[config.mk]
export PLATFORM = sky130hd
export DESIGN_NAME = rolling_hash_pattern_matcher_core
export DESIGN_NICKNAME = d
export VERILOG_FILES = /design/src/rtl/rhpm_pkg.sv /design/src/rtl/rolling_hash_pattern_matcher_core.sv /design/src/rtl/rhpm_modmul.sv /design/src/rtl/rhpm_ctrl.sv /design/src/rtl/rhpm_datapath.sv
export SDC_FILE = /design/constraint.sdc
export NUM_CORES = 1
export LEC_CHECK = 0
export BUFFER_PORTS_ARGS = -buffer_cell sky130_fd_sc_hd__buf_2
export CAP_MARGIN = 20
export CORE_MARGIN = 2
export CORE_UTILIZATION = 62
export DETAILED_ROUTE_END_ITERATION = 10
export PLACE_DENSITY = 0.83
export SLEW_MARGIN = 0
export SYNTH_ARGS = -nofsm -noshare
export SYNTH_HDL_FRONTEND = slang
export SYNTH_HIERARCHICAL = 1
export SYNTH_SLANG_ARGS = --single-unit
[constraint.sdc]
create_clock -name aclk -period 9.9 [get_ports aclk]
set_input_delay 0.495 -clock aclk [delete_from_list [all_inputs] [get_ports aclk]]
set_output_delay 0.495 -clock aclk [all_outputs]
set_load 0.01 [all_outputs]
[src/rtl/rhpm_pkg.sv]
// shared types and constants of the rolling hash pattern matcher
package rhpm_pkg;

    localparam int BYTE_W     = 8;
    localparam int HASH_W     = 16;
    localparam int LEN_W      = 4;
    localparam int PAT_W      = 64;
    localparam int MM_W       = 17;
    localparam int MM_CNT_W   = 5;
    localparam int CFG_ADDR_W = 5;
    localparam int CFG_DATA_W = 64;
    localparam int START_W    = 32;
    localparam int PIDX_W     = 3;

    localparam logic [1:0] REG_PATTERN = 2'd0;
    localparam logic [1:0] REG_LENGTH  = 2'd1;
    localparam logic [1:0] REG_RADIX   = 2'd2;
    localparam logic [1:0] REG_MODULUS = 2'd3;

    localparam logic [LEN_W-1:0]  LENGTH_RESET  = 4'd1;
    localparam logic [HASH_W-1:0] RADIX_RESET   = 16'd256;
    localparam logic [HASH_W-1:0] MODULUS_RESET = 16'd101;
    localparam logic [HASH_W-1:0] MODULUS_MIN   = 16'd2;

    typedef enum logic [2:0] {
        OP_RADIX = 3'd0,
        OP_POWER = 3'd1,
        OP_PHASH = 3'd2,
        OP_SUB   = 3'd3,
        OP_ROLL  = 3'd4,
        OP_GROW  = 3'd5
    } op_t;

    typedef enum logic [7:0] {
        ST_IDLE   = 8'b0000_0001,
        ST_REF_D  = 8'b0000_0010,
        ST_REF_H  = 8'b0000_0100,
        ST_REF_P  = 8'b0000_1000,
        ST_SUB    = 8'b0001_0000,
        ST_ROLL   = 8'b0010_0000,
        ST_GROW   = 8'b0100_0000,
        ST_COMMIT = 8'b1000_0000
    } state_t;

    typedef struct packed {
        logic              in_ready;
        logic              accept;
        logic              start;
        op_t               op;
        logic              refresh_init;
        logic              load_d;
        logic              load_h;
        logic              load_p;
        logic              load_sub;
        logic              commit;
        logic [PIDX_W-1:0] idx;
    } cmd_t;

    typedef struct packed {
        logic             mm_done;
        logic             win_full;
        logic             out_free;
        logic             cfg_wr;
        logic [LEN_W-1:0] len;
    } status_t;

endpackage

[src/rtl/rolling_hash_pattern_matcher_core.sv]
// top level of the rolling hash pattern matcher
// Rabin-Karp text search, one text byte per transaction and one result transaction per
// byte. All modular arithmetic runs on one shared bit-serial multiply-add unit, with one
// operation per byte while the window fills and two once it is full (one operation removes
// the leaving byte, one folds in the new byte). Any register write triggers a refresh of
// the pattern hash and leading power, during which no byte is taken; it also runs once
// after reset. A finished result waits in an output register while the next byte is
// taken. Registers sit at byte addresses 0, 8, 16 and 24.
module rolling_hash_pattern_matcher_core #(
    parameter int MAX_PATTERN = 8,
    parameter int INDEX_BITS  = 32
) (
    input  logic                                aclk,
    input  logic                                aresetn,
    input  logic                                s_valid,
    output logic                                s_ready,
    input  logic [rhpm_pkg::BYTE_W-1:0]         s_text_byte,
    input  logic                                s_end_of_text,
    output logic                                m_valid,
    input  logic                                m_ready,
    output logic                                m_window_full,
    output logic [rhpm_pkg::HASH_W-1:0]         m_window_hash,
    output logic                                m_hash_hit,
    output logic                                m_match_found,
    output logic [rhpm_pkg::START_W-1:0]        m_match_start,
    input  logic                                psel,
    input  logic                                penable,
    input  logic                                pwrite,
    input  logic [rhpm_pkg::CFG_ADDR_W-1:0]     paddr,
    input  logic [rhpm_pkg::CFG_DATA_W-1:0]     pwdata,
    output logic [rhpm_pkg::CFG_DATA_W-1:0]     prdata,
    output logic                                pready
);
    import rhpm_pkg::*;

    cmd_t    cmd;
    status_t status;

    rhpm_ctrl u_ctrl (
        .aclk    (aclk),
        .aresetn (aresetn),
        .s_valid (s_valid),
        .status  (status),
        .cmd     (cmd)
    );

    rhpm_datapath #(
        .MAX_PATTERN (MAX_PATTERN),
        .INDEX_BITS  (INDEX_BITS)
    ) u_datapath (
        .aclk          (aclk),
        .aresetn       (aresetn),
        .cmd           (cmd),
        .status        (status),
        .s_text_byte   (s_text_byte),
        .s_end_of_text (s_end_of_text),
        .m_valid       (m_valid),
        .m_ready       (m_ready),
        .m_window_full (m_window_full),
        .m_window_hash (m_window_hash),
        .m_hash_hit    (m_hash_hit),
        .m_match_found (m_match_found),
        .m_match_start (m_match_start),
        .psel          (psel),
        .penable       (penable),
        .pwrite        (pwrite),
        .paddr         (paddr),
        .pwdata        (pwdata),
        .prdata        (prdata)
    );

    assign s_ready = cmd.in_ready;
    assign pready  = 1'b1;

endmodule

[src/rtl/rhpm_modmul.sv]
// bit-serial modular multiply-add unit: (x * y + z) mod q, y below q
module rhpm_modmul (
    input  logic                           aclk,
    input  logic                           aresetn,
    input  logic                           start,
    input  logic [rhpm_pkg::MM_W-1:0]      x,
    input  logic [rhpm_pkg::HASH_W-1:0]    y,
    input  logic [rhpm_pkg::MM_W-1:0]      z,
    input  logic [rhpm_pkg::HASH_W-1:0]    q,
    output logic                           done,
    output logic [rhpm_pkg::HASH_W-1:0]    result
);
    import rhpm_pkg::*;

    localparam int SUM_W = HASH_W + 2;

    logic [HASH_W-1:0]   acc_reg, acc_next;
    logic [MM_W-1:0]     xs_reg, zs_reg;
    logic [MM_CNT_W-1:0] cnt_reg;
    logic                busy_reg, done_reg;
    logic [SUM_W-1:0]    sum, q1, q2;

    always_comb begin
        q1  = {2'b00, q};
        q2  = {1'b0, q, 1'b0};
        sum = {1'b0, acc_reg, 1'b0}
            + (xs_reg[MM_W-1] ? {2'b00, y} : '0)
            + SUM_W'(zs_reg[MM_W-1]);
        if (sum >= q2) begin
            acc_next = HASH_W'(sum - q2);
        end else if (sum >= q1) begin
            acc_next = HASH_W'(sum - q1);
        end else begin
            acc_next = HASH_W'(sum);
        end
    end

    always_ff @(posedge aclk) begin
        if (!aresetn) begin
            busy_reg <= 1'b0;
            done_reg <= 1'b0;
            cnt_reg  <= '0;
        end else begin
            done_reg <= busy_reg && (cnt_reg == MM_CNT_W'(1));
            if (start) begin
                busy_reg <= 1'b1;
                cnt_reg  <= MM_CNT_W'(MM_W);
            end else if (busy_reg) begin
                cnt_reg <= cnt_reg - MM_CNT_W'(1);
                if (cnt_reg == MM_CNT_W'(1)) begin
                    busy_reg <= 1'b0;
                end
            end
        end
    end

    always_ff @(posedge aclk) begin
        if (start) begin
            acc_reg <= '0;
            xs_reg  <= x;
            zs_reg  <= z;
        end else if (busy_reg) begin
            acc_reg <= acc_next;
            xs_reg  <= {xs_reg[MM_W-2:0], 1'b0};
            zs_reg  <= {zs_reg[MM_W-2:0], 1'b0};
        end
    end

    assign done   = done_reg;
    assign result = acc_reg;

endmodule

[src/rtl/rhpm_ctrl.sv]
// controller state machine: derived value refresh and per-byte sequencing
module rhpm_ctrl (
    input  logic              aclk,
    input  logic              aresetn,
    input  logic              s_valid,
    input  rhpm_pkg::status_t status,
    output rhpm_pkg::cmd_t    cmd
);
    import rhpm_pkg::*;

    state_t           state_reg, state_next;
    logic             launch_reg, launch_next;
    logic             pend_reg, pend_next;
    logic [LEN_W-1:0] iter_reg, iter_next;
    logic [LEN_W-1:0] iter_inc;

    assign iter_inc = iter_reg + LEN_W'(1);

    always_comb begin
        state_next  = state_reg;
        launch_next = 1'b0;
        iter_next   = iter_reg;
        pend_next   = pend_reg | status.cfg_wr;

        cmd              = '0;
        cmd.start        = launch_reg;
        cmd.op           = OP_GROW;
        cmd.idx          = iter_reg[PIDX_W-1:0];

        unique case (state_reg)
            ST_IDLE: begin
                cmd.in_ready = !pend_reg;
                if (pend_reg) begin
                    cmd.refresh_init = 1'b1;
                    pend_next        = status.cfg_wr;
                    state_next       = ST_REF_D;
                    launch_next      = 1'b1;
                end else if (s_valid) begin
                    cmd.accept  = 1'b1;
                    state_next  = status.win_full ? ST_SUB : ST_GROW;
                    launch_next = 1'b1;
                end
            end
            ST_REF_D: begin
                cmd.op = OP_RADIX;
                if (status.mm_done) begin
                    cmd.load_d  = 1'b1;
                    launch_next = 1'b1;
                    if (status.len > LEN_W'(1)) begin
                        state_next = ST_REF_H;
                        iter_next  = LEN_W'(1);
                    end else begin
                        state_next = ST_REF_P;
                        iter_next  = '0;
                    end
                end
            end
            ST_REF_H: begin
                cmd.op = OP_POWER;
                if (status.mm_done) begin
                    cmd.load_h  = 1'b1;
                    launch_next = 1'b1;
                    if (iter_inc < status.len) begin
                        iter_next = iter_inc;
                    end else begin
                        state_next = ST_REF_P;
                        iter_next  = '0;
                    end
                end
            end
            ST_REF_P: begin
                cmd.op = OP_PHASH;
                if (status.mm_done) begin
                    cmd.load_p = 1'b1;
                    if (iter_inc < status.len) begin
                        iter_next   = iter_inc;
                        launch_next = 1'b1;
                    end else begin
                        state_next = ST_IDLE;
                    end
                end
            end
            ST_SUB: begin
                cmd.op = OP_SUB;
                if (status.mm_done) begin
                    cmd.load_sub = 1'b1;
                    state_next   = ST_ROLL;
                    launch_next  = 1'b1;
                end
            end
            ST_ROLL: begin
                cmd.op = OP_ROLL;
                if (status.mm_done) begin
                    state_next = ST_COMMIT;
                end
            end
            ST_GROW: begin
                cmd.op = OP_GROW;
                if (status.mm_done) begin
                    state_next = ST_COMMIT;
                end
            end
            ST_COMMIT: begin
                if (status.out_free) begin
                    cmd.commit = 1'b1;
                    state_next = ST_IDLE;
                end
            end
            default: begin
                state_next = ST_IDLE;
            end
        endcase
    end

    always_ff @(posedge aclk) begin
        if (!aresetn) begin
            state_reg  <= ST_IDLE;
            launch_reg <= 1'b0;
            pend_reg   <= 1'b1;
            iter_reg   <= '0;
        end else begin
            state_reg  <= state_next;
            launch_reg <= launch_next;
            pend_reg   <= pend_next;
            iter_reg   <= iter_next;
        end
    end

endmodule

[src/rtl/rhpm_datapath.sv]
// datapath: config registers, derived hash values, window, rolling hash and result register
module rhpm_datapath #(
    parameter int MAX_PATTERN = 8,
    parameter int INDEX_BITS  = 32
) (
    input  logic                                aclk,
    input  logic                                aresetn,
    input  rhpm_pkg::cmd_t                      cmd,
    output rhpm_pkg::status_t                   status,
    input  logic [rhpm_pkg::BYTE_W-1:0]         s_text_byte,
    input  logic                                s_end_of_text,
    output logic                                m_valid,
    input  logic                                m_ready,
    output logic                                m_window_full,
    output logic [rhpm_pkg::HASH_W-1:0]         m_window_hash,
    output logic                                m_hash_hit,
    output logic                                m_match_found,
    output logic [rhpm_pkg::START_W-1:0]        m_match_start,
    input  logic                                psel,
    input  logic                                penable,
    input  logic                                pwrite,
    input  logic [rhpm_pkg::CFG_ADDR_W-1:0]     paddr,
    input  logic [rhpm_pkg::CFG_DATA_W-1:0]     pwdata,
    output logic [rhpm_pkg::CFG_DATA_W-1:0]     prdata
);
    import rhpm_pkg::*;

    localparam int EXT_W = INDEX_BITS + START_W;

    logic [PAT_W-1:0]      pat_reg;
    logic [LEN_W-1:0]      len_reg;
    logic [HASH_W-1:0]     radix_reg;
    logic [HASH_W-1:0]     mod_reg;
    logic [1:0]            cfg_idx;
    logic                  cfg_wr;

    logic [HASH_W-1:0]     d_reg, h_reg, p_reg, sub_reg, rh_reg;
    logic [BYTE_W-1:0]     byte_reg;
    logic                  last_reg;
    logic [BYTE_W-1:0]     win_reg [MAX_PATTERN];
    logic [BYTE_W-1:0]     win_new [MAX_PATTERN];
    logic [INDEX_BITS-1:0] bs_reg, bs_inc, diff;
    logic [EXT_W-1:0]      diff_ext;

    logic [LEN_W-1:0]      len, len_m1, jk;
    logic [HASH_W-1:0]     q;
    logic [BYTE_W-1:0]     old_byte;

    logic [MM_W-1:0]       mm_x, mm_z;
    logic [HASH_W-1:0]     mm_y, mm_result;
    logic                  mm_done;

    logic                  full_new, hit_new, match_new;
    logic [START_W-1:0]    start_new;

    logic                  out_valid_reg;
    logic                  out_full_reg, out_hit_reg, out_match_reg;
    logic [HASH_W-1:0]     out_hash_reg;
    logic [START_W-1:0]    out_start_reg;

    assign cfg_idx = paddr[CFG_ADDR_W-1:3];
    assign cfg_wr  = psel && penable && pwrite;

    always_ff @(posedge aclk) begin
        if (!aresetn) begin
            pat_reg   <= '0;
            len_reg   <= LENGTH_RESET;
            radix_reg <= RADIX_RESET;
            mod_reg   <= MODULUS_RESET;
        end else if (cfg_wr) begin
            unique case (cfg_idx)
                REG_PATTERN: pat_reg   <= pwdata;
                REG_LENGTH:  len_reg   <= pwdata[LEN_W-1:0];
                REG_RADIX:   radix_reg <= pwdata[HASH_W-1:0];
                REG_MODULUS: mod_reg   <= pwdata[HASH_W-1:0];
            endcase
        end
    end

    always_comb begin
        unique case (cfg_idx)
            REG_PATTERN: prdata = pat_reg;
            REG_LENGTH:  prdata = CFG_DATA_W'(len_reg);
            REG_RADIX:   prdata = CFG_DATA_W'(radix_reg);
            REG_MODULUS: prdata = CFG_DATA_W'(mod_reg);
        endcase
    end

    always_comb begin
        if (len_reg == '0) begin
            len = LEN_W'(1);
        end else if (len_reg > LEN_W'(MAX_PATTERN)) begin
            len = LEN_W'(MAX_PATTERN);
        end else begin
            len = len_reg;
        end
        q      = (mod_reg < MODULUS_MIN) ? MODULUS_MIN : mod_reg;
        len_m1 = len - LEN_W'(1);
    end

    always_comb begin
        old_byte = '0;
        for (int k = 0; k < MAX_PATTERN; k++) begin
            if (LEN_W'(k) == len_m1) begin
                old_byte = win_reg[k];
            end
        end
    end

    // operand selection for the shared modular unit
    always_comb begin
        mm_x = '0;
        mm_y = '0;
        mm_z = '0;
        unique case (cmd.op)
            OP_RADIX: begin
                mm_z = MM_W'(radix_reg);
            end
            OP_POWER: begin
                mm_x = MM_W'(h_reg);
                mm_y = d_reg;
            end
            OP_PHASH: begin
                mm_x = MM_W'(p_reg);
                mm_y = d_reg;
                mm_z = MM_W'(pat_reg[{cmd.idx, 3'b000} +: BYTE_W]);
            end
            OP_SUB: begin
                mm_x = MM_W'(old_byte);
                mm_y = h_reg;
            end
            OP_ROLL: begin
                mm_x = MM_W'(rh_reg) + MM_W'(q) - MM_W'(sub_reg);
                mm_y = d_reg;
                mm_z = MM_W'(byte_reg);
            end
            OP_GROW: begin
                mm_x = MM_W'(rh_reg);
                mm_y = d_reg;
                mm_z = MM_W'(byte_reg);
            end
            default: begin
                mm_x = '0;
            end
        endcase
    end

    rhpm_modmul u_modmul (
        .aclk    (aclk),
        .aresetn (aresetn),
        .start   (cmd.start),
        .x       (mm_x),
        .y       (mm_y),
        .z       (mm_z),
        .q       (q),
        .done    (mm_done),
        .result  (mm_result)
    );

    always_comb begin
        win_new[0] = byte_reg;
        for (int k = 1; k < MAX_PATTERN; k++) begin
            win_new[k] = win_reg[k-1];
        end
        bs_inc    = (bs_reg == '1) ? bs_reg : bs_reg + INDEX_BITS'(1);
        full_new  = bs_inc >= INDEX_BITS'(len);
        diff      = bs_inc - INDEX_BITS'(len);
        diff_ext  = EXT_W'(diff);
        start_new = '0;
        if (full_new) begin
            start_new = (diff_ext > EXT_W'(32'hFFFF_FFFF)) ? '1 : diff_ext[START_W-1:0];
        end
        hit_new   = full_new && (mm_result == p_reg);
        match_new = hit_new;
        for (int k = 0; k < MAX_PATTERN; k++) begin
            jk = len_m1 - LEN_W'(k);
            if ((LEN_W'(k) < len)
                && (win_new[k] != pat_reg[{jk[PIDX_W-1:0], 3'b000} +: BYTE_W])) begin
                match_new = 1'b0;
            end
        end
    end

    always_ff @(posedge aclk) begin
        if (cmd.refresh_init) begin
            h_reg <= HASH_W'(1);
            p_reg <= '0;
        end else begin
            if (cmd.load_h) begin
                h_reg <= mm_result;
            end
            if (cmd.load_p) begin
                p_reg <= mm_result;
            end
        end
        if (cmd.load_d) begin
            d_reg <= mm_result;
        end
        if (cmd.load_sub) begin
            sub_reg <= mm_result;
        end
        if (cmd.accept) begin
            byte_reg <= s_text_byte;
            last_reg <= s_end_of_text;
        end
    end

    always_ff @(posedge aclk) begin
        if (!aresetn) begin
            rh_reg <= '0;
            bs_reg <= '0;
            for (int k = 0; k < MAX_PATTERN; k++) begin
                win_reg[k] <= '0;
            end
        end else if (cmd.commit) begin
            if (last_reg) begin
                rh_reg <= '0;
                bs_reg <= '0;
                for (int k = 0; k < MAX_PATTERN; k++) begin
                    win_reg[k] <= '0;
                end
            end else begin
                rh_reg <= mm_result;
                bs_reg <= bs_inc;
                for (int k = 0; k < MAX_PATTERN; k++) begin
                    win_reg[k] <= win_new[k];
                end
            end
        end
    end

    always_ff @(posedge aclk) begin
        if (!aresetn) begin
            out_valid_reg <= 1'b0;
        end else if (cmd.commit) begin
            out_valid_reg <= 1'b1;
        end else if (m_ready) begin
            out_valid_reg <= 1'b0;
        end
    end

    always_ff @(posedge aclk) begin
        if (cmd.commit) begin
            out_full_reg  <= full_new;
            out_hash_reg  <= mm_result;
            out_hit_reg   <= hit_new;
            out_match_reg <= match_new;
            out_start_reg <= start_new;
        end
    end

    assign m_valid       = out_valid_reg;
    assign m_window_full = out_full_reg;
    assign m_window_hash = out_hash_reg;
    assign m_hash_hit    = out_hit_reg;
    assign m_match_found = out_match_reg;
    assign m_match_start = out_start_reg;

    assign status.mm_done  = mm_done;
    assign status.win_full = bs_reg >= INDEX_BITS'(len);
    assign status.out_free = !out_valid_reg || m_ready;
    assign status.cfg_wr   = cfg_wr;
    assign status.len      = len;

endmodule

==> results of run 1 <==
[routing by layer]
layer | vias up | global-route usage | wire length [µm]
met3 | 272 | 0.07575 | 9218
li1 | 10760 | - | -
met5 | - | 0 | 18
met2 | 1514 | 0.5604 | 36680
met4 | 2 | 0.1657 | 3980
met1 | 11450 | 0.4938 | 33520
[layout by cell type (no fill, tap or decap), drive strengths merged, types with 94 or more instances in the layout]
cell    count
nand2     424
buf       237
dfxtp     226
nor2      188
mux2i     182
edfxtp    182
inv       129
xnor2     119
a21oi     104
and2       99
a21boi     94
[logic make-up after synthesis]
| kind of cell | share of synthesized area |
|---|---|
| buf+inv | 0.04951 |
| simple gates | 0.1903 |
| compound gates | 0.1513 |
| flops | 0.3697 |
| xor+xnor | 0.06641 |
| mux | 0.1174 |
| other cells | 0.0002780 |
| fa+ha+maj | 0.05502 |
[worst max-delay path: cells and delay by family (launching register included)]
family                     cells  cell delay (ns)
xor gates and xnor gates       1             0.30
DFF                            1             0.38
adders and majority gates      4             1.48
AOI/OAI and AO/OA             14             3.66
and+or+nand+nor                4             1.52
buffers and inverters          3             0.81
[final cells by class]
type,count,share of cell area
Timing Repair Buffer,237,0.04478
Inverter,125,0.01583
Antenna cell,1,0.00008440
Sequential cell,408,0.3370
Multi-Input combinational cell,2227,0.5306
Clock inverter,28,0.007259
Clock buffer,54,0.03975
Tap cell,585,0.02469
[stage by stage]
stage	hold WS (ns)	instance area [µm²]	worst slack, ns
after global routing	0.05766	29650	1.142
after global placement	0.4615	28170	2.004
after floorplan	0.4494	27020	1.646
after CTS	0.05231	29600	1.778
after detailed placement	0.4709	28200	1.841
final	0.07343	29650	1.593
[where the power goes]
group	total [mW]	switching [mW]	leakage, nW	internal [mW]
clock network	1.61	0.723	0.695	0.886
logic	2.42	1.46	7.71	0.959
registers	2.15	0.184	3.58	1.97
total	6.18	2.37	12.0	3.81
[how the worst min path moves through the flow]
stage	start	to	depth (start not counted)	slack, ns
after detailed placement	u_datapath/radix_reg[13]	u_datapath/radix_reg[13]	2	0.47
after floorplan	u_datapath/radix_reg[10]	u_datapath/radix_reg[10]	2	0.45
after global routing	s_text_byte[1]	u_datapath/byte_reg[1]	1	0.06
after global placement	u_datapath/radix_reg[9]	u_datapath/radix_reg[9]	2	0.46
final	s_text_byte[1]	u_datapath/byte_reg[1]	1	0.07
after CTS	s_text_byte[1]	u_datapath/byte_reg[1]	1	0.05
==> metrics.cfg, run 1 <==
[timing]
fin_crit_ns=8.307
timing.fmax_ghz=0.1204
relSlewSlack=0.2223
setup_violations=0
rsz0062_at_grt=no
fin_tns_setup_ns=0
worst_pin_slew_ns=1.156
finClkSkew_ns=0.02614
hold_viol_final=0
post-route-period-util=0.8391
slew_viol_final=0

[floorplanning]
num_rows=76
dieArea_um2=45260
fp.coreArea_um2=43080
die-width_um=212.8
die_h_um=212.8
initial_core_util=0.6272
ios=203

[pwr]
p_leak_nw=11.99
total_power_mw=6.185
power.density_nw_per_um2=208.6
ir_drop_mv=0.1662

[yosys]
synth.top_cells.by_count=423 x nand2_1, 226 x dfxtp_1, 188 x nor2_1, 182 x edfxtp_1, 182 x mux2i_1
ys_ff_latch=408
synth_ff_type=dfxtp_1
synth_cell_types=88
synth_top_area_frac=0.2023
avgSynthCellArea_um2=9.091
synth_edf_count=182
synth_top_area_cell=edfxtp_1
synthCells=2972
async_flop_share=0
yosysMostFrequentCell=nand2_1
synth_area_um2=27020
ys_seq_area_frac=0.3697
syn-num-nets=3163
yosysWarnings=6
ys_top_cells_by_area=edfxtp_1 20%, dfxtp_1 17%, mux2i_1 6.7%

[critical_path]
critPathLaunch=u_ctrl/state_reg[1]
worst_setup_path_end_kind=register
critPathKind=register to register
crit_end=u_datapath/u_modmul/result[13]
cp_max_fo=16
crit_top_cell=ha_1
arrival_ns=8.75
r2r_slack_ns=1.59
cp_slowest_cell=or4_1
r2r_end=u_datapath/u_modmul/result[13]
reg2regPathDepth=26
critPathMaxStageDelay_ns=0.68
start_kind=register
required_ns=10.35
reg2reg_from=u_ctrl/state_reg[1]

[cells_and_area]
multi_input_area_um2=15730
final_nets=3234
regArea_um2=9991
postLayoutCoreUtil=0.6883
area_growth_pct=9.739
layout-drive-gt1-share=0.1436
fin_cells=3665
num-fill-cells=3315

[global_routing]
grt_pass1_wl_um=127500
grt-ovfl-total=0
antenna_found_initial=1
grt_max_degree=91
grt_pass1_vias=22490
grt.total_usage=0.3638

[clock_network]
clock-sinks=408
cts_buffer_depth=3
root_buffer=clkbuf_16
cts-htree-levels=2
clk_pin_slew_ns=0.06
post_cts_buffers=0
clock_latency_ns=0.60
cts_tree=yes
cts_resized=0
cts_made_buffers=44
hold_buffers=0

[detailed_routing]
vias=24000
drc_errors=0
antenna_left=0
initialDrtViolationCount=2837
first_pass_iters=5
wirelength_um=83420
viasPerCell=6.548
wl_per_cell_um=22.76

[hold_path]
hp-class=input pin to register

[run]
maxCapViolCount=0

[placement]
post-place-cells=3579
gp_congestion=1.015
hpwl_um=59710
port_buffers=198

[run_status]
status=completed

No activity file was read; power rests on OpenSTA's default activity.
==> inputs of run 2 (changes only) <==
- CORE_UTILIZATION: 62 -> 56
- PLACE_DENSITY: 0.83 -> 0.79
- clock period: 9.9 -> 6.8 ns (I/O delays scaled with it)
==> metrics.cfg, run 2 (synthesis gave the netlist of run 1 again) <==
[run_status]
status=completed

[pwr]
comb_power_share=0.400  ; +0.008
ir_drop_mv=0.2479  ; +49%
power.density_nw_per_um2=304.9  ; +46%
seqPwrFrac=0.331  ; -0.017
p_clk_frac=0.269  ; +0.009
p_int_mw=5.836  ; +53%
switching_power_mw=3.469  ; +46%
p_sw_frac=0.3728  ; -0.01055
p_leak_nw=12.39  ; +3.4%

[cells_and_area]
area_growth_pct=12.96
most-common-layout-cells=421 x nand2_1, 225 x dfxtp_1, 197 x buf_2
final_nets=3309  ; +2.3%
fin_cells=3770  ; +2.9%
n_antenna_cell=0  ; -1
layout-drive-gt1-share=0.1525  ; +0.008903
mostFrequentLayoutCell=nand2_1

[critical_path]
critPathMaxStageDelay_ns=0.59  ; -0.09 ns
path_buf_inv=3  ; unchanged
required_ns=7.32  ; -3.03 ns
worst_setup_path_end_kind=register
critPathKind=register to register
cp_slowest_cell=or4_1
crit_top_cell=ha_1
start_kind=register
critPathTopFamily=simple AND/OR/NAND/NOR gates
cp_max_fo=13  ; -3
arrival_ns=6.99  ; -1.76 ns

[timing]
slew_viol_final=0  ; unchanged
timing.fmax_ghz=0.1547  ; +29%
rsz0062_at_grt=no
relSlewSlack=0.2666  ; +0.04426
fin_tns_setup_ns=0  ; unchanged
worst_pin_slew_ns=1.099  ; -0.05692 ns
finClkSkew_ns=0.03156  ; +0.005417 ns
fin_crit_ns=6.462  ; -1.845 ns
post-route-period-util=0.9503  ; +0.1112
hold_viol_final=0  ; unchanged
fin_hold_ws_ns=0.01589  ; -0.05754 ns
setup_violations=0  ; unchanged

[clock_network]
cts_tree=yes
clock_latency_ns=0.60  ; about the same
cts-htree-levels=2  ; unchanged
cts_made_buffers=45  ; +2.3%
clk_pin_slew_ns=0.06  ; about the same
root_buffer=clkbuf_16
clock-sinks=408  ; unchanged
cts_buffer_depth=3  ; unchanged

[global_routing]
antenna_found_initial=0  ; -1
grt_max_degree=83  ; -8.8%
grt.total_usage=0.3343  ; -0.02947
grt-ovfl-total=0  ; unchanged
grt_pass1_vias=22810  ; +1.4%
grt_pass1_wl_um=130600  ; +2.4%

[hold_path]
hp-class=input pin to register

[detailed_routing]
viasPerCell=6.359  ; -2.9%
wirelength_um=86170  ; +3.3%
first_pass_iters=6  ; +1
vias=23970  ; -0.11%
drc_errors=0  ; unchanged
initialDrtViolationCount=2621  ; -7.6%
wl_per_cell_um=22.86  ; +0.43%
antenna_left=0  ; unchanged

[placement]
hpwl_um=62130  ; +4.1%
post-place-cells=3639  ; +1.7%
port_buffers=198  ; unchanged
gp_congestion=1.018  ; +0.27%

[floorplanning]
dieArea_um2=50020  ; +11%
die_h_um=223.6  ; +5.1%
fp.coreArea_um2=47650  ; +11%
ios=203  ; unchanged
die-width_um=223.6  ; +5.1%
num_rows=80  ; +5.3%
initial_core_util=0.5670  ; -0.06015

[run]
maxCapViolCount=0  ; unchanged

==> run 2: cell count changes in the layout (fill, tap and decap cells not counted), sizes merged <==
cell,previous run,this run
inv,129,128
clkinv,21,15
dlygate4sd3,0,45
clkbuf,54,62
diode,1,0
bufinv,1,2
buf,237,266
==> run 2: power groups by stage <==
stage | Combinational [mW] | Sequential (mW) | Clock, mW
final | 3.72 | 3.08 | 2.51
after global routing | 4.02 | 3.09 | 2.62
after CTS | 3.60 | 3.07 | 2.53
after detailed placement | 3.56 | 3.12 | 0
after global placement | 3.48 | 3.11 | 0
after floorplan | 2.63 | 3.03 | 0
==> run 2: cell type report <==
| class | count | area, µm² |
|---|---|---|
| tap | 615 | 769.5 |
| sequential | 408 | 9991 |
| clock buffer | 62 | 1324 |
| multi-input combinational | 2227 | 15800 |
| fill | 3799 | 17130 |
| inverter | 125 | 469.2 |
| clock inverter | 22 | 187.7 |
| timing repair buffer | 311 | 1982 |
==> run 2: path summary, 6_finish.rpt <==
check / from / end / slack (ns) / cells past startpoint
max reg2reg: u_ctrl/state_reg[0] / u_datapath/u_modmul/result[15] / 0.34 / 25
min reg2reg: u_datapath/radix_reg[14] / u_datapath/radix_reg[14] / 0.48 / 2
max: u_ctrl/state_reg[0] / u_datapath/u_modmul/result[15] / 0.34 / 25
min: pwdata[36] / u_datapath/pat_reg[36] / 0.02 / 3
==> run 2: worst reg2reg max path: stages (launching register included) <==
cell      delay (ns)
dfxtp_1         0.33
or4_1           0.59
or4b_4          0.57
o21ai_2         0.15
inv_1           0.11
ha_1            0.23
o21bai_2        0.25
buf_6           0.18
a22o_1          0.17
and2_1          0.15
ha_1            0.37
o211ai_2        0.12
o211a_1         0.27
or4_4           0.54
nand3_1         0.15
xor2_1          0.08
buf_4           0.16
ha_1            0.34
nand2_1         0.07
o21ai_1         0.25
nor3_1          0.10
a311o_1         0.39
o21ai_2         0.11
nor2_1          0.07
or4_4           0.49
o221ai_2        0.16
==> run 2: what timing repair did <==
item                                    in CTS  in global routing
hold buffers                                45                  0
resized for setup                            0                 10
buffers inserted                             0                  1
endpoints found under the setup margin       0                 16
hold endpoints to repair                    45                  0
==> run 2: per-layer routing <==
layer  global-route usage  vias to the layer above  share of wire
met5                    0                        -              0
met4               0.1712                        0          0.056
met3              0.05260                      251          0.083
met2               0.5579                     1235           0.47
met1               0.4209                    11590           0.39
li1                     -                    10900              -
==> run 2: through the flow <==
step | setup WS (ns) | instance area [µm²] | util | total power [mW]
after floorplan | 0.08571 | 27020 | - | 5.655
after global placement | 0.3125 | 28450 | 0.5971 | 6.584
after detailed placement | 0.1457 | 28480 | 0.5978 | 6.678
after CTS | 0.1213 | 30450 | 0.6390 | 9.197
after global routing | 0.008143 | 30520 | 0.6405 | 9.736
final | 0.3376 | 30520 | 0.6405 | 9.305
